**src/hw/rtl/sigdot_pkg.sv**
```systemverilog
// Shared types, constants, sigmoid table and saturation helper for the sigmoid neuron unit.
package sigdot_pkg;

   localparam int MAX_INPUTS_DEF = 64;
   localparam int SIG_ENTRIES    = 256;
   localparam int SIG_LOG2       = $clog2(SIG_ENTRIES);
   localparam int IDX_W          = SIG_LOG2 + 1;

   localparam int INDEX_W = 6;
   localparam int VALUE_W = 16;
   localparam int COUNT_W = 7;
   localparam int ACT_W   = 16;
   localparam int FRAC_W  = 16;
   localparam int ACC_W   = 40;
   localparam int Z_W     = 57;
   localparam int U_W     = 37;
   localparam int CSR_W   = 2;

   localparam logic [CSR_W-1:0] CSR_INPUT_COUNT = 2'd0;
   localparam logic [CSR_W-1:0] CSR_BIAS_WEIGHT = 2'd1;
   localparam logic [CSR_W-1:0] CSR_BIAS_INPUT  = 2'd2;
   localparam logic [CSR_W-1:0] CSR_INV_RESP    = 2'd3;

   localparam logic [COUNT_W-1:0]        INPUT_COUNT_RST = 7'd1;
   localparam logic signed [VALUE_W-1:0] BIAS_WEIGHT_RST = 16'sd0;
   localparam logic signed [VALUE_W-1:0] BIAS_INPUT_RST  = 16'sd4096;
   localparam logic [VALUE_W-1:0]        INV_RESP_RST    = 16'd256;

   localparam logic signed [ACC_W-1:0] ACC_MAX = {1'b0, {(ACC_W-1){1'b1}}};
   localparam logic signed [ACC_W-1:0] ACC_MIN = {1'b1, {(ACC_W-1){1'b0}}};

   typedef logic [SIG_ENTRIES:0][ACT_W-1:0] sig_table_type;

   typedef struct packed {
      logic                    valid;
      logic signed [ACC_W-1:0] sum;
      logic                    count_error;
   } sigdot_sum_type;

   typedef struct packed {
      logic             valid;
      logic [ACT_W-1:0] activation;
      logic             count_error;
   } sigdot_result_type;

   typedef struct packed {
      logic [ACT_W-1:0] activation;
      logic             count_error;
   } sigdot_rsp_type;

   function automatic logic signed [ACC_W-1:0] sat40(input logic signed [ACC_W:0] v);
      logic signed [ACC_W-1:0] r;
      if (v[ACC_W] != v[ACC_W-1]) begin
         r = v[ACC_W] ? ACC_MIN : ACC_MAX;
      end else begin
         r = v[ACC_W-1:0];
      end
      return r;
   endfunction

   // restoring shift-subtract quotient, used only while building the table
   function automatic logic [63:0] udiv64(input logic [63:0] num, input logic [63:0] den);
      logic [63:0] q;
      logic [64:0] rem;
      q   = '0;
      rem = '0;
      for (int b = 63; b >= 0; b--) begin
         rem = {rem[63:0], num[b]};
         if (rem >= {1'b0, den}) begin
            rem  = rem - {1'b0, den};
            q[b] = 1'b1;
         end
      end
      return q;
   endfunction

   function automatic sig_table_type build_sig_table();
      sig_table_type tab;
      longint        x;
      logic [63:0]   t;
      logic [63:0]   y;
      logic [63:0]   y2;
      logic [63:0]   y3;
      logic [63:0]   y4;
      logic [63:0]   e;
      logic [63:0]   den;
      logic [63:0]   num;
      logic [63:0]   s;
      logic [63:0]   q_one;
      tab   = '0;
      q_one = 64'd1 << 31;
      for (int k = 0; k <= SIG_ENTRIES; k++) begin
         x  = ((longint'(k) * 64'sd16 * 64'sd65536) >>> SIG_LOG2) - 64'sd524288;
         t  = (x < 0) ? 64'(-x) : 64'(x);
         y  = t << 7;
         y2 = (y * y) >> 31;
         y3 = (y2 * y) >> 31;
         y4 = (y3 * y) >> 31;
         e  = q_one - y + (y2 >> 1) - udiv64(y3, 64'd6) + udiv64(y4, 64'd24);
         for (int n = 0; n < 8; n++) begin
            e = (e * e + (q_one >> 1)) >> 31;
         end
         den = q_one + e;
         num = (x >= 0) ? (64'd1 << 47) : (e << 16);
         s   = udiv64(num + (den >> 1), den);
         if (s > 64'd65535) begin
            s = 64'd65535;
         end
         tab[k] = s[ACT_W-1:0];
      end
      return tab;
   endfunction

   localparam sig_table_type SIG_TABLE = build_sig_table();

endpackage

```
**src/hw/rtl/sigdot_mac.sv**
```systemverilog
// Weight memory, sample multiply and saturating accumulate with sample count.
module sigdot_mac #(
   parameter int MAX_INPUTS = sigdot_pkg::MAX_INPUTS_DEF
) (
   input  logic                                  clock,
   input  logic                                  reset,
   input  logic                                  item_take,
   input  logic                                  item_mode,
   input  logic [sigdot_pkg::INDEX_W-1:0]        item_index,
   input  logic signed [sigdot_pkg::VALUE_W-1:0] item_value,
   input  logic                                  item_last,
   input  logic [sigdot_pkg::COUNT_W-1:0]        input_count,
   output sigdot_pkg::sigdot_sum_type            sum_out
);

   localparam int ADDR_W = (MAX_INPUTS > 1) ? $clog2(MAX_INPUTS) : 1;
   localparam logic [sigdot_pkg::COUNT_W-1:0] COUNT_MAX = '1;

   logic [sigdot_pkg::VALUE_W-1:0] weight_mem [MAX_INPUTS];

   logic [ADDR_W-1:0] addr;
   logic              in_range;

   logic                                  a_valid_ff;
   logic                                  a_last_ff;
   logic                                  a_zero_ff;
   logic signed [sigdot_pkg::VALUE_W-1:0] a_value_ff;
   logic [sigdot_pkg::VALUE_W-1:0]        rd_data_ff;

   logic signed [sigdot_pkg::VALUE_W-1:0]   weight;
   logic signed [2*sigdot_pkg::VALUE_W-1:0] prod_in;
   logic signed [2*sigdot_pkg::VALUE_W-1:0] prod_ff;
   logic                                    b_valid_ff;
   logic                                    b_last_ff;

   logic signed [sigdot_pkg::ACC_W-1:0] acc_ff;
   logic signed [sigdot_pkg::ACC_W-1:0] acc_sat;
   logic [sigdot_pkg::COUNT_W-1:0]      cnt_ff;
   logic [sigdot_pkg::COUNT_W-1:0]      cnt_next;
   sigdot_pkg::sigdot_sum_type          sum_ff;

   assign addr     = ADDR_W'(item_index);
   assign in_range = 32'(item_index) < 32'(MAX_INPUTS);

   always_ff @(posedge clock) begin
      if (item_take && !item_mode && in_range) begin
         weight_mem[addr] <= item_value;
      end
      if (item_take && item_mode) begin
         rd_data_ff <= weight_mem[addr];
         a_value_ff <= item_value;
         a_last_ff  <= item_last;
         a_zero_ff  <= !in_range;
      end
   end

   always_ff @(posedge clock) begin
      if (reset) begin
         a_valid_ff <= 1'b0;
         b_valid_ff <= 1'b0;
      end else begin
         a_valid_ff <= item_take && item_mode;
         b_valid_ff <= a_valid_ff;
      end
   end

   always_comb begin
      weight  = a_zero_ff ? '0 : $signed(rd_data_ff);
      prod_in = (2*sigdot_pkg::VALUE_W)'(a_value_ff) * (2*sigdot_pkg::VALUE_W)'(weight);
   end

   always_ff @(posedge clock) begin
      if (a_valid_ff) begin
         prod_ff   <= prod_in;
         b_last_ff <= a_last_ff;
      end
   end

   always_comb begin
      acc_sat  = sigdot_pkg::sat40((sigdot_pkg::ACC_W+1)'(acc_ff)
                                   + (sigdot_pkg::ACC_W+1)'(prod_ff));
      cnt_next = (cnt_ff == COUNT_MAX) ? cnt_ff : cnt_ff + 7'd1;
   end

   always_ff @(posedge clock) begin
      if (reset) begin
         acc_ff       <= '0;
         cnt_ff       <= '0;
         sum_ff.valid <= 1'b0;
      end else begin
         sum_ff.valid <= b_valid_ff && b_last_ff;
         if (b_valid_ff) begin
            if (b_last_ff) begin
               acc_ff             <= '0;
               cnt_ff             <= '0;
               sum_ff.sum         <= acc_sat;
               sum_ff.count_error <= cnt_next != input_count;
            end else begin
               acc_ff <= acc_sat;
               cnt_ff <= cnt_next;
            end
         end
      end
   end

   assign sum_out = sum_ff;

endmodule

```
**config.mk**
```make
export PLATFORM = sky130hd
export DESIGN_NAME = sigdot_mac
export DESIGN_NICKNAME = d
export VERILOG_FILES = /design/src/hw/rtl/sigdot_pkg.sv /design/src/hw/rtl/sigdot_mac.sv
export SDC_FILE = /design/constraint.sdc
export NUM_CORES = 2
export LEC_CHECK = 0
export ABC_AREA = 1
export BUFFER_PORTS_ARGS = -buffer_cell sky130_fd_sc_hd__buf_4
export CORE_UTILIZATION = 63
export DETAILED_ROUTE_END_ITERATION = 6
export GPL_ROUTABILITY_DRIVEN = 0
export PLACE_DENSITY = 0.8
export SETUP_SLACK_MARGIN = 0.2
export SYNTH_ARGS = -nofsm -noshare
export SYNTH_HDL_FRONTEND = slang
export SYNTH_SLANG_ARGS = --single-unit
```
**constraint.sdc**
```tcl
create_clock -name clock -period 8.1 [get_ports clock]
set_clock_uncertainty 0.05 [all_clocks]
set_input_delay 0.81 -clock clock [delete_from_list [all_inputs] [get_ports clock]]
set_output_delay 0.81 -clock clock [all_outputs]
set_load 0.05 [all_outputs]
```
==> flow_summary.yaml <==
hold_path:
  min_path_type: "in2reg"
  hold_start: "item_last"
  hold_depth: 1
  min_to: "a_last_ff"
synth:
  postSynthAreaPerCell_um2: 12.03
  syn-cell-area_um2: 56470
  yosysWarnings: 0
  syn_nets: 5114
  post-synth-top-count-cell: "nand2_1"
  synthTopCellsByArea: "edfxtp_1, fa_1, nand2_1"
  synthArstFlopShare_pct: 0
  ys_seq_area_share_pct: 61.92
  synth.top_cell.area_share_pct: 60.14
  synthCells: 4694
  yosys.area.top_type: "edfxtp_1"
  ys_top_cells_by_count: "nand2_1, edfxtp_1, inv_1"
  synth_cell_type_count: 49
  ys_ff_latch: 1181
  synth-edff-count: 1131
  synth_top_flop_cell: "edfxtp_1"
critical_path:
  cp-start-kind: "flip-flop"
  r2r_start: "rd_data_ff[1]"
  critical_path.max_fanout: 16
  reg2reg_slack_ns: 1.45
  cp_data_arrival_time_ns: 7.03
  worstRegToRegCells: 19
  r2r_end: "prod_ff[29]"
  crit_required_ns: 8.48
  end_kind: "flip-flop"
  worstSetupPathType: "reg2reg"
clocking:
  post_cts_buffers: 0
  clock-sinks: 1181
  numCtsBuffers: 112
  root_buffer: "clkbuf_16"
  postCtsResizedCells: 0
  clk_pin_slew_worst_paths_ns: 0.07
  cts_max_level: 3
  clockBufferDepth: 3
  cts-hold-fix-buffers: 0
  worstSkewPairLatency_ns: 0.74
  cts_tree: "built"
grt:
  grt.total_usage_pct: 32.72
  grt-ovfl-total: 0
  grt_max_degree: 116
  antenna_found_initial: 6
  grt_pass1_vias: 37260
  grt_pass1_wl_mm: 219.2
final_layout:
  fill_cells: 5869
  final_core_util_pct: 70.04
  area_growth_pct: 9.944
  multiInputGateArea_um2: 18430
  nets: 5197
  regArea_um2: 34960
  drive_gt1_share_pct: 8.206
floorplanning:
  initial_utilization_pct: 63.70
  num_rows: 109
  core_area_um2: 88650
  die_w_um: 301.4
  die_h_um: 301.4
  io_pins: 76
  dieArea_um2: 90840
routing:
  vias_per_cell: 6.242
  vias: 37630
  drtAntennaViolNets: 0
  wl_per_cell_um: 24.46
  drtIter0Drc: 4521
  drc: 28
  firstDrtPassIters: 7
  routed_wl_mm: 147.5
placement:
  post-place-ws_ns: 1.560
  dp_hpwl_mm: 89.21
  port_buffers: 75
sta:
  drv_slew: 0
  period_share_pct: 82.11
  finalCriticalPeriod_ns: 6.651
  setup_viol: 0
  fmax_mhz: 150.4
  hold_violations: 0
  layout_setup_ws_ns: 1.449
  rsz0062_at_grt: "false"
  setup_tns_ns: 0
  maxSlewHeadroom_pct: 18.49
  worstMarginPinSlew_ns: 1.223
power:
  p_per_area_nw_per_um2: 323.7
  vdd_drop_max_uv: 565.5
  p_leak_uw: 0.02430
  finalPower_uw: 20100
run_status:
  status: "finished with violations"
  violations: "design-rule violations"
run:
  cap_violations: 0
[layout make-up]
class | instances | area share, %
tap | 1165 | 2.348
clock buffer | 147 | 4.742
inverter | 617 | 3.759
antenna | 2 | 0.008061
multi-input combinational | 2700 | 29.68
sequential | 1181 | 56.32
timing repair buffer | 165 | 2.056
clock inverter | 52 | 1.094
[stage by stage]
step	hold slack [ns]	cells	cell area, um2
2_1_floorplan	0.3503	4694	56470
3_3_place_gp	0.4055	5828	58460
3_5_place_dp	0.4110	5828	58460
4_1_cts	0.2213	6027	62080
5_1_grt	0.2477	6027	62080
6_report	0.2728	6029	62080
[worst max path at each step]
stage,start,depth (start not counted),end,slack (ns)
global route,rd_data_ff[1],19,prod_ff[29],1.12
CTS,rd_data_ff[1],19,prod_ff[29],1.52
detailed placement,rd_data_ff[1],19,prod_ff[29],1.56
finish,rd_data_ff[1],19,prod_ff[29],1.45
floorplan,rd_data_ff[5],21,prod_ff[29],2.20
global placement,rd_data_ff[1],19,prod_ff[29],1.70
[metal layers]
metal	track usage, %	wire [um]	part of all wire (%)	vias up
met5	0	38	0.026	-
met4	18.47	9335	6.3	6
met3	5.288	15690	11	524
met2	53.95	71120	48	2577
met1	41.52	51260	35	18260
li1	-	-	-	16270
[worst max-delay path, stage by stage (launching register included)]
cell,delay (ns)
edfxtp_1,0.79
nand2_1,0.19
inv_1,0.17
fa_1,0.57
fa_1,0.89
inv_1,0.12
fa_1,0.50
fa_1,0.57
fa_1,0.44
fa_1,0.49
inv_1,0.04
ha_1,0.34
nand2_1,0.14
nor3_1,0.28
nand4_1,0.12
nand3_1,0.17
nand2_1,0.07
o211ai_1,0.15
a31oi_1,0.14
xor2_1,0.16
[registers in the layout (all words and copies together) (netlist names)]
signal,cells
a_last_ff,1
a_valid_ff,1
a_value_ff,16
acc_ff,40
b_last_ff,1
b_valid_ff,1
cnt_ff,7
prod_ff,32
rd_data_ff,16
sum_out,42
weight_mem,1024
[power breakdown]
group / total (uW) / switching, uW / internal (uW)
Combinational: 7570 / 4730 / 2840
Sequential: 7340 / 126 / 7220
Clock: 5190 / 2290 / 2900
[cell families after synthesis]
kind of cell	share of synthesized area, %
xor gates and xnor gates	1.132
adders and majority gates	12.05
DFF	61.92
buffers and inverters	5.561
and+or+nand+nor	12.34
AOI/OAI and AO/OA	6.999
[cells in the final DEF, fill, tap and decap left out, drive strengths merged, types with 2 or more instances in the layout]
cell      instances
xnor2            34
edfxtp         1131
inv             617
o21ai            57
o21bai           13
nor2            209
a22oi           139
nand2          1227
clkinvlp          3
diode             2
o31ai             3
o21a              3
o2bb2ai          20
a22o             36
nand3            90
ha              123
nand4           124
dfxtp            50
or2              11
clkbuf          147
a21oi           129
buf             165
o2111ai           2
a221oi          135
nor3             23
a31oi             8
bufinv           10
clkinv           39
fa              263
a21o              5
xor2             39
No activity file was read; power rests on OpenSTA's default activity.
