**src/hw/rtl/sigdot_pkg.sv**
```systemverilog
// Shared types, constants, sigmoid table and saturation helper for the sigmoid neuron unit.
package sigdot_pkg;

   localparam int MAX_INPUTS_DEF = 64;
   localparam int SIG_ENTRIES    = 256;
   localparam int SIG_LOG2       = $clog2(SIG_ENTRIES);
   localparam int IDX_W          = SIG_LOG2 + 1;

   localparam int INDEX_W = 6;
   localparam int VALUE_W = 16;
   localparam int COUNT_W = 7;
   localparam int ACT_W   = 16;
   localparam int FRAC_W  = 16;
   localparam int ACC_W   = 40;
   localparam int Z_W     = 57;
   localparam int U_W     = 37;
   localparam int CSR_W   = 2;

   localparam logic [CSR_W-1:0] CSR_INPUT_COUNT = 2'd0;
   localparam logic [CSR_W-1:0] CSR_BIAS_WEIGHT = 2'd1;
   localparam logic [CSR_W-1:0] CSR_BIAS_INPUT  = 2'd2;
   localparam logic [CSR_W-1:0] CSR_INV_RESP    = 2'd3;

   localparam logic [COUNT_W-1:0]        INPUT_COUNT_RST = 7'd1;
   localparam logic signed [VALUE_W-1:0] BIAS_WEIGHT_RST = 16'sd0;
   localparam logic signed [VALUE_W-1:0] BIAS_INPUT_RST  = 16'sd4096;
   localparam logic [VALUE_W-1:0]        INV_RESP_RST    = 16'd256;

   localparam logic signed [ACC_W-1:0] ACC_MAX = {1'b0, {(ACC_W-1){1'b1}}};
   localparam logic signed [ACC_W-1:0] ACC_MIN = {1'b1, {(ACC_W-1){1'b0}}};

   typedef logic [SIG_ENTRIES:0][ACT_W-1:0] sig_table_type;

   typedef struct packed {
      logic                    valid;
      logic signed [ACC_W-1:0] sum;
      logic                    count_error;
   } sigdot_sum_type;

   typedef struct packed {
      logic             valid;
      logic [ACT_W-1:0] activation;
      logic             count_error;
   } sigdot_result_type;

   typedef struct packed {
      logic [ACT_W-1:0] activation;
      logic             count_error;
   } sigdot_rsp_type;

   function automatic logic signed [ACC_W-1:0] sat40(input logic signed [ACC_W:0] v);
      logic signed [ACC_W-1:0] r;
      if (v[ACC_W] != v[ACC_W-1]) begin
         r = v[ACC_W] ? ACC_MIN : ACC_MAX;
      end else begin
         r = v[ACC_W-1:0];
      end
      return r;
   endfunction

   // restoring shift-subtract quotient, used only while building the table
   function automatic logic [63:0] udiv64(input logic [63:0] num, input logic [63:0] den);
      logic [63:0] q;
      logic [64:0] rem;
      q   = '0;
      rem = '0;
      for (int b = 63; b >= 0; b--) begin
         rem = {rem[63:0], num[b]};
         if (rem >= {1'b0, den}) begin
            rem  = rem - {1'b0, den};
            q[b] = 1'b1;
         end
      end
      return q;
   endfunction

   function automatic sig_table_type build_sig_table();
      sig_table_type tab;
      longint        x;
      logic [63:0]   t;
      logic [63:0]   y;
      logic [63:0]   y2;
      logic [63:0]   y3;
      logic [63:0]   y4;
      logic [63:0]   e;
      logic [63:0]   den;
      logic [63:0]   num;
      logic [63:0]   s;
      logic [63:0]   q_one;
      tab   = '0;
      q_one = 64'd1 << 31;
      for (int k = 0; k <= SIG_ENTRIES; k++) begin
         x  = ((longint'(k) * 64'sd16 * 64'sd65536) >>> SIG_LOG2) - 64'sd524288;
         t  = (x < 0) ? 64'(-x) : 64'(x);
         y  = t << 7;
         y2 = (y * y) >> 31;
         y3 = (y2 * y) >> 31;
         y4 = (y3 * y) >> 31;
         e  = q_one - y + (y2 >> 1) - udiv64(y3, 64'd6) + udiv64(y4, 64'd24);
         for (int n = 0; n < 8; n++) begin
            e = (e * e + (q_one >> 1)) >> 31;
         end
         den = q_one + e;
         num = (x >= 0) ? (64'd1 << 47) : (e << 16);
         s   = udiv64(num + (den >> 1), den);
         if (s > 64'd65535) begin
            s = 64'd65535;
         end
         tab[k] = s[ACT_W-1:0];
      end
      return tab;
   endfunction

   localparam sig_table_type SIG_TABLE = build_sig_table();

endpackage

```
**src/hw/rtl/sigdot_rsp_queue.sv**
```systemverilog
// Two-entry result queue in front of the response channel.
module sigdot_rsp_queue (
   input  logic                          clock,
   input  logic                          reset,
   input  sigdot_pkg::sigdot_result_type push,
   input  logic                          pop,
   output logic                          head_valid,
   output logic                          full,
   output sigdot_pkg::sigdot_rsp_type    head
);

   logic [1:0]                 count_ff;
   logic [1:0]                 count_in;
   sigdot_pkg::sigdot_rsp_type slot0_ff;
   sigdot_pkg::sigdot_rsp_type slot1_ff;
   sigdot_pkg::sigdot_rsp_type slot0_in;
   sigdot_pkg::sigdot_rsp_type slot1_in;
   sigdot_pkg::sigdot_rsp_type data;

   assign data = '{activation: push.activation, count_error: push.count_error};

   always_comb begin
      count_in = count_ff;
      slot0_in = slot0_ff;
      slot1_in = slot1_ff;
      unique case ({push.valid, pop})
         2'b10: begin
            count_in = count_ff + 2'd1;
            if (count_ff == 2'd0) begin
               slot0_in = data;
            end else begin
               slot1_in = data;
            end
         end
         2'b01: begin
            count_in = count_ff - 2'd1;
            slot0_in = slot1_ff;
         end
         2'b11: begin
            if (count_ff == 2'd1) begin
               slot0_in = data;
            end else begin
               slot0_in = slot1_ff;
               slot1_in = data;
            end
         end
         default: begin
         end
      endcase
   end

   always_ff @(posedge clock) begin
      if (reset) begin
         count_ff <= '0;
      end else begin
         count_ff <= count_in;
      end
   end

   always_ff @(posedge clock) begin
      slot0_ff <= slot0_in;
      slot1_ff <= slot1_in;
   end

   assign head_valid = count_ff != 2'd0;
   assign full       = count_ff == 2'd2;
   assign head       = slot0_ff;

endmodule

```
**config.mk**
```make
export PLATFORM = sky130hd
export DESIGN_NAME = sigdot_rsp_queue
export DESIGN_NICKNAME = d
export VERILOG_FILES = /design/src/hw/rtl/sigdot_pkg.sv /design/src/hw/rtl/sigdot_rsp_queue.sv
export SDC_FILE = /design/constraint.sdc
export NUM_CORES = 1
export LEC_CHECK = 0
export BUFFER_PORTS_ARGS = -buffer_cell sky130_fd_sc_hd__buf_2
export CELL_PAD_IN_SITES_DETAIL_PLACEMENT = 1
export CELL_PAD_IN_SITES_GLOBAL_PLACEMENT = 2
export CORE_MARGIN = 3
export CORE_UTILIZATION = 27
export CTS_BUF_LIST = sky130_fd_sc_hd__clkbuf_8
export CTS_CLUSTER_DIAMETER = 30
export DETAILED_ROUTE_END_ITERATION = 10
export GPL_ROUTABILITY_DRIVEN = 0
export GPL_TIMING_DRIVEN = 0
export HOLD_SLACK_MARGIN = 0.15
export PLACE_DENSITY_LB_ADDON = 0.05
export SLEW_MARGIN = 5
export SYNTH_ARGS = -nofsm -noshare
export SYNTH_HDL_FRONTEND = slang
export SYNTH_SLANG_ARGS = --single-unit
```
**constraint.sdc**
```tcl
create_clock -name clock -period 3.05 [get_ports clock]
set_input_delay 0.61 -clock clock [delete_from_list [all_inputs] [get_ports clock]]
set_output_delay 0.61 -clock clock [all_outputs]
set_load 0.1 [all_outputs]
```
==> results of run 1 <==
==> worst max-delay path, delay by kind of cell <==
kind,cells,cell delay (ps)
buf+inv,3,530
compound gates,2,940
fa+ha+maj,1,210
==> kinds of logic after synthesis <==
kind of cell	share of synthesized area, %
and+or+nand+nor	6.70
buffers and inverters	3.98
muxes	12.6
adders and majority gates	5.58
xor gates and xnor gates	0.977
DFF	59.2
AOI/OAI and AO/OA	11.0
==> placed cells by master (no fill, tap or decap) <==
master | synthesis | layout
edfxtp_1 | 34 | 34
ha_1 | 8 | 8
clkbuf_8 | 0 | 5
xnor2_1 | 2 | 2
o21a_1 | 1 | 1
a211oi_1 | 1 | 1
a221o_1 | 17 | 17
and2_1 | 17 | 17
clkbuf_2 | 1 | 1
buf_6 | 2 | 2
dfxtp_1 | 2 | 2
nor2_1 | 2 | 2
buf_2 | 2 | 41
nor2_2 | 1 | 1
buf_4 | 2 | 2
a22oi_1 | 1 | 1
inv_1 | 5 | 5
clkinv_1 | 0 | 2
mux2_2 | 8 | 8
a21oi_2 | 0 | 1
buf_8 | 0 | 1
mux2_4 | 9 | 9
==> through the flow <==
stage / cell area [um^2] / worst slack (ps) / power [mW] / hold WS, ps
after floorplan: 1790 / 688 / 1.07 / 489
after global placement: 2080 / 119 / 1.15 / 504
after detailed placement: 2100 / 280 / 1.17 / 532
after CTS: 2180 / 589 / 1.49 / 502
after global routing: 2180 / 492 / 1.54 / 514
final: 2180 / 650 / 1.47 / 511
==> power by group <==
| group | internal, mW | leakage (nW) | switching [mW] |
|---|---|---|---|
| logic | 0.136 | 0.496 | 0.383 |
| clock network | 0.151 | 0.0391 | 0.167 |
| registers | 0.611 | 0.353 | 0.0182 |
| total | 0.898 | 0.888 | 0.568 |
==> Yosys cell counts <==
| master | n |
|---|---|
| xnor2_1 | 2 |
| buf_4 | 2 |
| a22oi_1 | 1 |
| o21a_1 | 1 |
| buf_2 | 2 |
| ha_1 | 8 |
| mux2_2 | 8 |
| and2_1 | 17 |
| nor2_1 | 2 |
| a221o_1 | 17 |
| buf_6 | 2 |
| edfxtp_1 | 34 |
| clkbuf_2 | 1 |
| mux2_4 | 9 |
| inv_1 | 5 |
| dfxtp_1 | 2 |
| a21oi_1 | 1 |
| a211oi_1 | 1 |
| nor2_2 | 1 |
==> flip-flops by register name (all words and copies together) (netlist names) <==
| name | count |
|---|---|
| head | 17 |
| slot1_ff | 17 |
| count_ff | 2 |
==> worst paths after layout <==
path | from | end | cells past startpoint
max | push[17] | slot1_ff[14]$_DFFE_PP_ | 6
min | reset | count_ff[0]$_SDFFE_PP0P_ | 2
max reg2reg | count_ff[1]$_SDFFE_PP0P_ | slot1_ff[14]$_DFFE_PP_ | 5
min reg2reg | count_ff[1]$_SDFFE_PP0P_ | count_ff[1]$_SDFFE_PP0P_ | 2
==> routing by layer <==
| layer | share of wire, % | vias to the layer above | routed length (um) | track usage, % |
|---|---|---|---|---|
| li1 | - | 540 | - | - |
| met5 | 0 | - | 0 | 0 |
| met3 | 4.9 | 5 | 192 | 3.03 |
| met4 | 1.4 | 0 | 55 | 3.77 |
| met2 | 45 | 28 | 1800 | 18.2 |
| met1 | 48 | 550 | 1910 | 14.9 |
==> layout make-up <==
| cell class | instances | share of cell area, % |
|---|---|---|
| Timing Repair Buffer | 40 | 9.64 |
| Multi-Input combinational cell | 68 | 30.5 |
| Clock buffer | 5 | 3.16 |
| Clock inverter | 2 | 0.344 |
| Buffer | 7 | 2.41 |
| Inverter | 5 | 0.861 |
| Sequential cell | 36 | 48.7 |
| Tap cell | 77 | 4.42 |
==> results.json, run 1 <==
{
  "cts_setup_buffers": 0,
  "clock_skew_ps": 9.41,
  "finalSetupTns_ps": 0,
  "seq_area_frac_synth_pct": 59.2,
  "min_period_ps": 2400,
  "crit_type": "in2reg",
  "core_area_mm2": 0.00639,
  "netlist_area_mm2": 0.00179,
  "multi_input_area_um2": 664,
  "cp_slowest_stage_delay_ps": 740,
  "wl_per_cell_um": 16.5,
  "yosysTopAreaCell": "edfxtp_1",
  "die_w_um": 87.5,
  "worstPathRequired_ps": 2950,
  "io_buffer_count": 39,
  "placedCellCount": 233,
  "fin_crit_sh_pct": 78.7,
  "finish.utilization_pct": 34.1,
  "leakagePower_nw": 0.888,
  "ir_drop_mv": 0.251,
  "drv_cap": 0,
  "ys_warn_count": 0,
  "clock.fmax_ghz": 0.417,
  "ys_types": 19,
  "die_h_um": 87.5,
  "final-max-slew-violation-count": 0,
  "first_iter_violations": 57,
  "drc": 0,
  "hold_buffers": 0,
  "viasPerCell": 4.68,
  "ys_ff_latch": 36,
  "slew_headroom_pct": 40.9,
  "final-seq-area_mm2": 0.00106,
  "rsz0062_at_grt": "no",
  "cts_root_buf": "clkbuf_8",
  "worst_slew_pin_slew_ps": 886,
  "drt-total-wl_um": 3960,
  "boundaryPins": 40,
  "layout.nets": 192,
  "hold_violations": 0,
  "power_density_mw_per_mm2": 673,
  "synth_area_per_cell_um2": 15.5,
  "fill_cells": 693,
  "grt_pass1_wl_um": 6400,
  "numCtsBuffers": 5,
  "crit_fanout": 17,
  "holdCritPathClass": "in2reg",
  "antenna_found_initial": 0,
  "finalNonFillerCells": 240,
  "path_clk_slew_ps": 60,
  "post_route_cells_drive_above_1_share_pct": 43.6,
  "syn_to_final_growth_pct": 21.6,
  "crit_arrival_ps": 2300,
  "cts-htree-levels": 2,
  "num_rows": 29,
  "first_global_vias": 1229,
  "slowest_stage": "o21a_1",
  "clock_latency_ps": 280,
  "post_cts_resized": 0,
  "synth_cells": 116,
  "track_usage_pct": 11.4,
  "hpwl_um": 2740,
  "drt_pass1_iterations": 4,
  "gr-total-overflow": 0,
  "clock-sinks": 36,
  "crit_path_end_kind": "register",
  "synthTopCellsByArea": "edfxtp_1, a221o_1, mux2_4, and2_1, ha_1",
  "crit_top_cell": "buf_2",
  "synth_fp_nets": 145,
  "cts_max_path_buffers": 2,
  "status": "finished clean",
  "grt_max_degree": 18,
  "initial_core_util_pct": 28.1,
  "antennaDiodeCount": 0,
  "start_kind": "primary input",
  "vias": 1123,
  "die_area_mm2": 0.00765,
  "ant_nets": 0,
  "r2r_slack_ps": 930,
  "path_cells": "buf_2 > ha_1 > buf_2 > buf_2 > a22oi_1 > o21a_1",
  "final-setup-viol-count": 0,
  "synth_top_area_share_pct": 56.9,
  "tritoncts": "done"
}
Power figures use the tool's default switching activity.
==> run 2: changes to the inputs <==
==> constraint.sdc (replaced) <==
create_clock -name clock -period 2.3 [get_ports clock]
set_input_delay 0.46 -clock clock [delete_from_list [all_inputs] [get_ports clock]]
set_output_delay 0.46 -clock clock [all_outputs]
set_load 0.1 [all_outputs]
==> results.json, run 2 (synthesis gave the netlist of run 1 again) <==
{
  "first_global_vias": 1237,
  "multi_input_area_um2": 666,
  "crit_path_end_kind": "register",
  "die_area_mm2": 0.00765,
  "slew_headroom_pct": 30.0,
  "final-seq-area_mm2": 0.00106,
  "drc": 0,
  "setup_ws_ps": 344,
  "gr-total-overflow": 0,
  "io_buffer_count": 39,
  "final_cell_mix": "buf_2, edfxtp_1, and2_1, a221o_1, mux2_4",
  "final_common_cell": "buf_2",
  "boundaryPins": 40,
  "cts_max_path_buffers": 2,
  "tritoncts": "done",
  "die_h_um": 87.5,
  "crit_fanout": 17,
  "layout.nets": 191,
  "grt_max_degree": 18,
  "die_w_um": 87.5,
  "drt-total-wl_um": 4000,
  "finalPower_mw": 2.08,
  "syn_to_final_growth_pct": 22.7,
  "clock-sinks": 36,
  "holdCritPathClass": "in2reg",
  "first_iter_violations": 46,
  "final-setup-viol-count": 0,
  "min_period_ps": 1960,
  "cts_root_buf": "clkbuf_8",
  "hpwl_um": 2750,
  "start_kind": "primary input",
  "worst_slew_pin_slew_ps": 1050,
  "core_area_mm2": 0.00639,
  "finalSetupTns_ps": 0,
  "clock.fmax_ghz": 0.511,
  "viasPerCell": 4.85,
  "placedCellCount": 232,
  "drv_cap": 0,
  "status": "finished clean",
  "cts_setup_buffers": 0,
  "place_ws_ps": -310,
  "cts-htree-levels": 2,
  "path_clk_slew_ps": 80,
  "crit_type": "in2reg",
  "antenna_found_initial": 0,
  "num_rows": 29,
  "clock_latency_ps": 290,
  "ant_nets": 0,
  "grt_pass1_wl_um": 6440,
  "drt_pass1_iterations": 4,
  "ir_drop_mv": 0.297,
  "rsz0062_at_grt": "no",
  "power_density_mw_per_mm2": 945,
  "antennaDiodeCount": 0,
  "vias": 1164,
  "fin_crit_sh_pct": 85.0,
  "hold_violations": 0,
  "clock_skew_ps": 8.87,
  "final-max-slew-violation-count": 0,
  "finalNonFillerCells": 240,
  "numCtsBuffers": 5,
  "whs_ps": 346,
  "leakagePower_nw": 0.896,
  "post_route_cells_drive_above_1_share_pct": 45.4,
  "track_usage_pct": 11.3,
  "crit_arrival_ps": 1880,
  "fill_cells": 680,
  "worstPathRequired_ps": 2230,
  "r2r_slack_ps": 420,
  "wl_per_cell_um": 16.7,
  "initial_core_util_pct": 28.1
}
[run 2: cell count changes in the layout (fill, tap and decap cells not counted), sizes merged]
cell and change:
buf -1, bufinv +1, clkinv -1, clkinvlp +1
[run 2: path summary, 6_finish.rpt]
path | from | end | cells past startpoint
max | push[17] | slot1_ff[3]$_DFFE_PP_ | 6
min | reset | count_ff[1]$_SDFFE_PP0P_ | 2
max reg2reg | count_ff[0]$_SDFFE_PP0P_ | head[12]$_DFFE_PP_ | 4
min reg2reg | count_ff[1]$_SDFFE_PP0P_ | count_ff[1]$_SDFFE_PP0P_ | 2
[run 2: cell type report]
type / instances / area share [%]
sequential: 36 / 48.2
multi-input combinational: 68 / 30.2
timing repair buffer: 39 / 8.87
tap: 77 / 4.38
clock buffer: 5 / 3.13
buffer: 7 / 2.39
clock inverter: 3 / 1.93
inverter: 5 / 0.853
[run 2: timing repair]
item                       CTS  global route
setup endpoints to repair    0            17
hold buffers                 0             0
resized for setup            0             1
[run 2: through the flow]
step           area [um^2]  utilization [%]
6_report              2200             34.5
3_3_place_gp          2090             32.7
3_5_place_dp          2090             32.7
5_1_grt               2200             34.5
4_1_cts               2200             34.4
2_1_floorplan         1800                -
[run 2: critical path: stages]
cell     delay, ps
buf_2          120
ha_1           220
buf_2          200
buf_2          220
a22oi_1        200
o21a_2         470
[run 2: where the power goes]
group | internal (mW) | switching, mW
clock network | 0.321 | 0.242
registers | 0.810 | 0.0257
logic | 0.176 | 0.506
total | 1.31 | 0.773
[run 2: layer usage]
metal / GRT usage, % / wire length, um / up-vias
li1: - / - / 541
met1: 14.2 / 1800 / 590
met2: 18.7 / 1960 / 27
met3: 3.31 / 193 / 6
met4: 3.35 / 47 / 0
met5: 0 / 0 / -
==> run 3: changes to the inputs <==
--- a/config.mk
+++ b/config.mk
@@ -5,9 +5,10 @@
 export SDC_FILE = /design/constraint.sdc
 export NUM_CORES = 1
 export LEC_CHECK = 0
-export BUFFER_PORTS_ARGS = -buffer_cell sky130_fd_sc_hd__buf_2
+export BUFFER_PORTS_ARGS = -buffer_cell sky130_fd_sc_hd__buf_4
 export CELL_PAD_IN_SITES_DETAIL_PLACEMENT = 1
 export CELL_PAD_IN_SITES_GLOBAL_PLACEMENT = 2
+export CORE_ASPECT_RATIO = 0.5
 export CORE_MARGIN = 3
 export CORE_UTILIZATION = 27
 export CTS_BUF_LIST = sky130_fd_sc_hd__clkbuf_8
==> results.json, run 3 (synthesis gave the netlist of run 1 again) <==
{
  "cp_slowest_stage_delay_ps": 470,
  "finalPower_mw": 2.01,
  "leakagePower_nw": 0.917,
  "core_area_mm2": 0.00626,
  "boundaryPins": 40,
  "crit_type": "in2reg",
  "switching_share_pct": 38.7,
  "crit_path_end_kind": "register",
  "tritoncts": "done",
  "min_path_cells": 2,
  "rsz0062_at_grt": "no",
  "drt-total-wl_um": 4100,
  "crit_top_cell": "buf_2",
  "grt_pass1_wl_um": 6820,
  "wl_per_cell_um": 16.3,
  "crit_family": "compound AO/OA/AOI/OAI gates",
  "vias": 1149,
  "initial_core_util_pct": 28.7,
  "holdPathEnd": "count_ff[1]$_SDFFE_PP0P_",
  "ir_drop_mv": 0.382,
  "viasPerCell": 4.58,
  "final_cell_mix": "buf_4, edfxtp_1, and2_1, a221o_1, mux2_4",
  "post_cts_resized": 0,
  "clock_latency_ps": 290,
  "clock.fmax_ghz": 0.512,
  "die_area_mm2": 0.00771,
  "start_kind": "primary input",
  "fill_cells": 672,
  "path_clk_slew_ps": 70,
  "rr_worst_depth": 4,
  "final_common_cell": "buf_4",
  "crit_arrival_ps": 1890,
  "worstPathRequired_ps": 2230,
  "first_iter_violations": 58,
  "slew_headroom_pct": 25.0,
  "status": "finished clean",
  "worst_slew_pin_slew_ps": 1130,
  "finalSetupTns_ps": 0,
  "p_int_mw": 1.23,
  "first_global_vias": 1295,
  "cts_setup_buffers": 0,
  "hpwl_um": 2710,
  "cts_root_buf": "clkbuf_8",
  "antennaDiodeCount": 0,
  "sequentialPowerShare_pct": 41.8,
  "timing.rr.end": "head[7]$_DFFE_PP_",
  "crit_fanout": 17,
  "min_period_ps": 1950,
  "hold_buffers": 0,
  "numCtsBuffers": 5,
  "gr-total-overflow": 0,
  "clock_skew_ps": 9.27,
  "slowest_stage": "o21a_2",
  "post_route_cells_drive_above_1_share_pct": 44.2,
  "path_cells": "buf_4 > ha_1 > buf_2 > buf_2 > a22oi_1 > o21a_2",
  "hp-start": "reset",
  "final-setup-viol-count": 0,
  "antenna_found_initial": 0,
  "drc": 0,
  "num_rows": 20,
  "fin_crit_sh_pct": 85.0,
  "drt_pass1_iterations": 4,
  "switching_power_mw": 0.775,
  "hold_violations": 0,
  "p_comb_share_pct": 35.9,
  "path_buf_inv": 3,
  "clock-sinks": 36,
  "die_w_um": 121,
  "io_buffer_count": 39,
  "final-max-slew-violation-count": 0,
  "cts_max_path_buffers": 2,
  "ant_nets": 0,
  "syn_to_final_growth_pct": 27.4,
  "cts-htree-levels": 2,
  "r2r_slack_ps": 370,
  "power_density_mw_per_mm2": 878,
  "holdCritPathClass": "in2reg",
  "r2r_start": "count_ff[0]$_SDFFE_PP0P_",
  "track_usage_pct": 12.0,
  "die_h_um": 63.6,
  "grt_max_degree": 18,
  "clockPowerShare_pct": 22.3,
  "layout.nets": 191,
  "drv_cap": 0
}
==> run 3: power groups by stage <==
stage / Clock [mW] / Sequential (mW) / Combinational (mW)
2_1_floorplan: 0 / 1.15 / 0.263
3_3_place_gp: 0 / 0.851 / 0.723
3_5_place_dp: 0 / 0.854 / 0.728
4_1_cts: 0.470 / 0.841 / 0.728
5_1_grt: 0.495 / 0.849 / 0.763
6_report: 0.447 / 0.839 / 0.720
==> run 3: per-layer routing <==
layer / GRT usage, % / share of wire [%]
met5: 0 / 0
met4: 3.35 / 1.1
met1: 15.6 / 47
met2: 18.9 / 46
met3: 4.39 / 5.2
==> run 3: cell type report <==
cell class              instances  area (um^2)  share of cell area, %
well taps                      88          110                   4.82
clock inverters                 3         15.0                  0.657
inverters                       5         18.8                  0.821
plain buffers                   7         52.6                   2.30
clock buffers                   5         68.8                   3.01
flip-flops and latches         36         1060                   46.4
multi-input cells              68          666                   29.1
repair buffers                 39          293                   12.8
==> run 3: stage by stage <==
| step | cells | util, % | worst slack, ps | area (um^2) | hold slack (ps) |
|---|---|---|---|---|---|
| after global placement | 243 | 35.2 | -265 | 2200 | 509 |
| after CTS | 251 | 36.5 | 38.5 | 2280 | 322 |
| after detailed placement | 243 | 35.2 | -264 | 2200 | 525 |
| final | 251 | 36.5 | 346 | 2280 | 332 |
| after floorplan | 116 | - | 268 | 1800 | 489 |
| after global routing | 251 | 36.5 | 101 | 2280 | 329 |
==> run 3: worst max-delay path by stage <==
stage	from	to	depth (start not counted)
global placement	push[17]	slot1_ff[12]$_DFFE_PP_	6
CTS	push[17]	slot1_ff[12]$_DFFE_PP_	6
floorplan	count_ff[0]$_SDFFE_PP0P_	head[0]$_DFFE_PP_	4
finish	push[17]	slot1_ff[12]$_DFFE_PP_	6
detailed placement	push[17]	slot1_ff[6]$_DFFE_PP_	6
global route	count_ff[0]$_SDFFE_PP0P_	head[7]$_DFFE_PP_	4
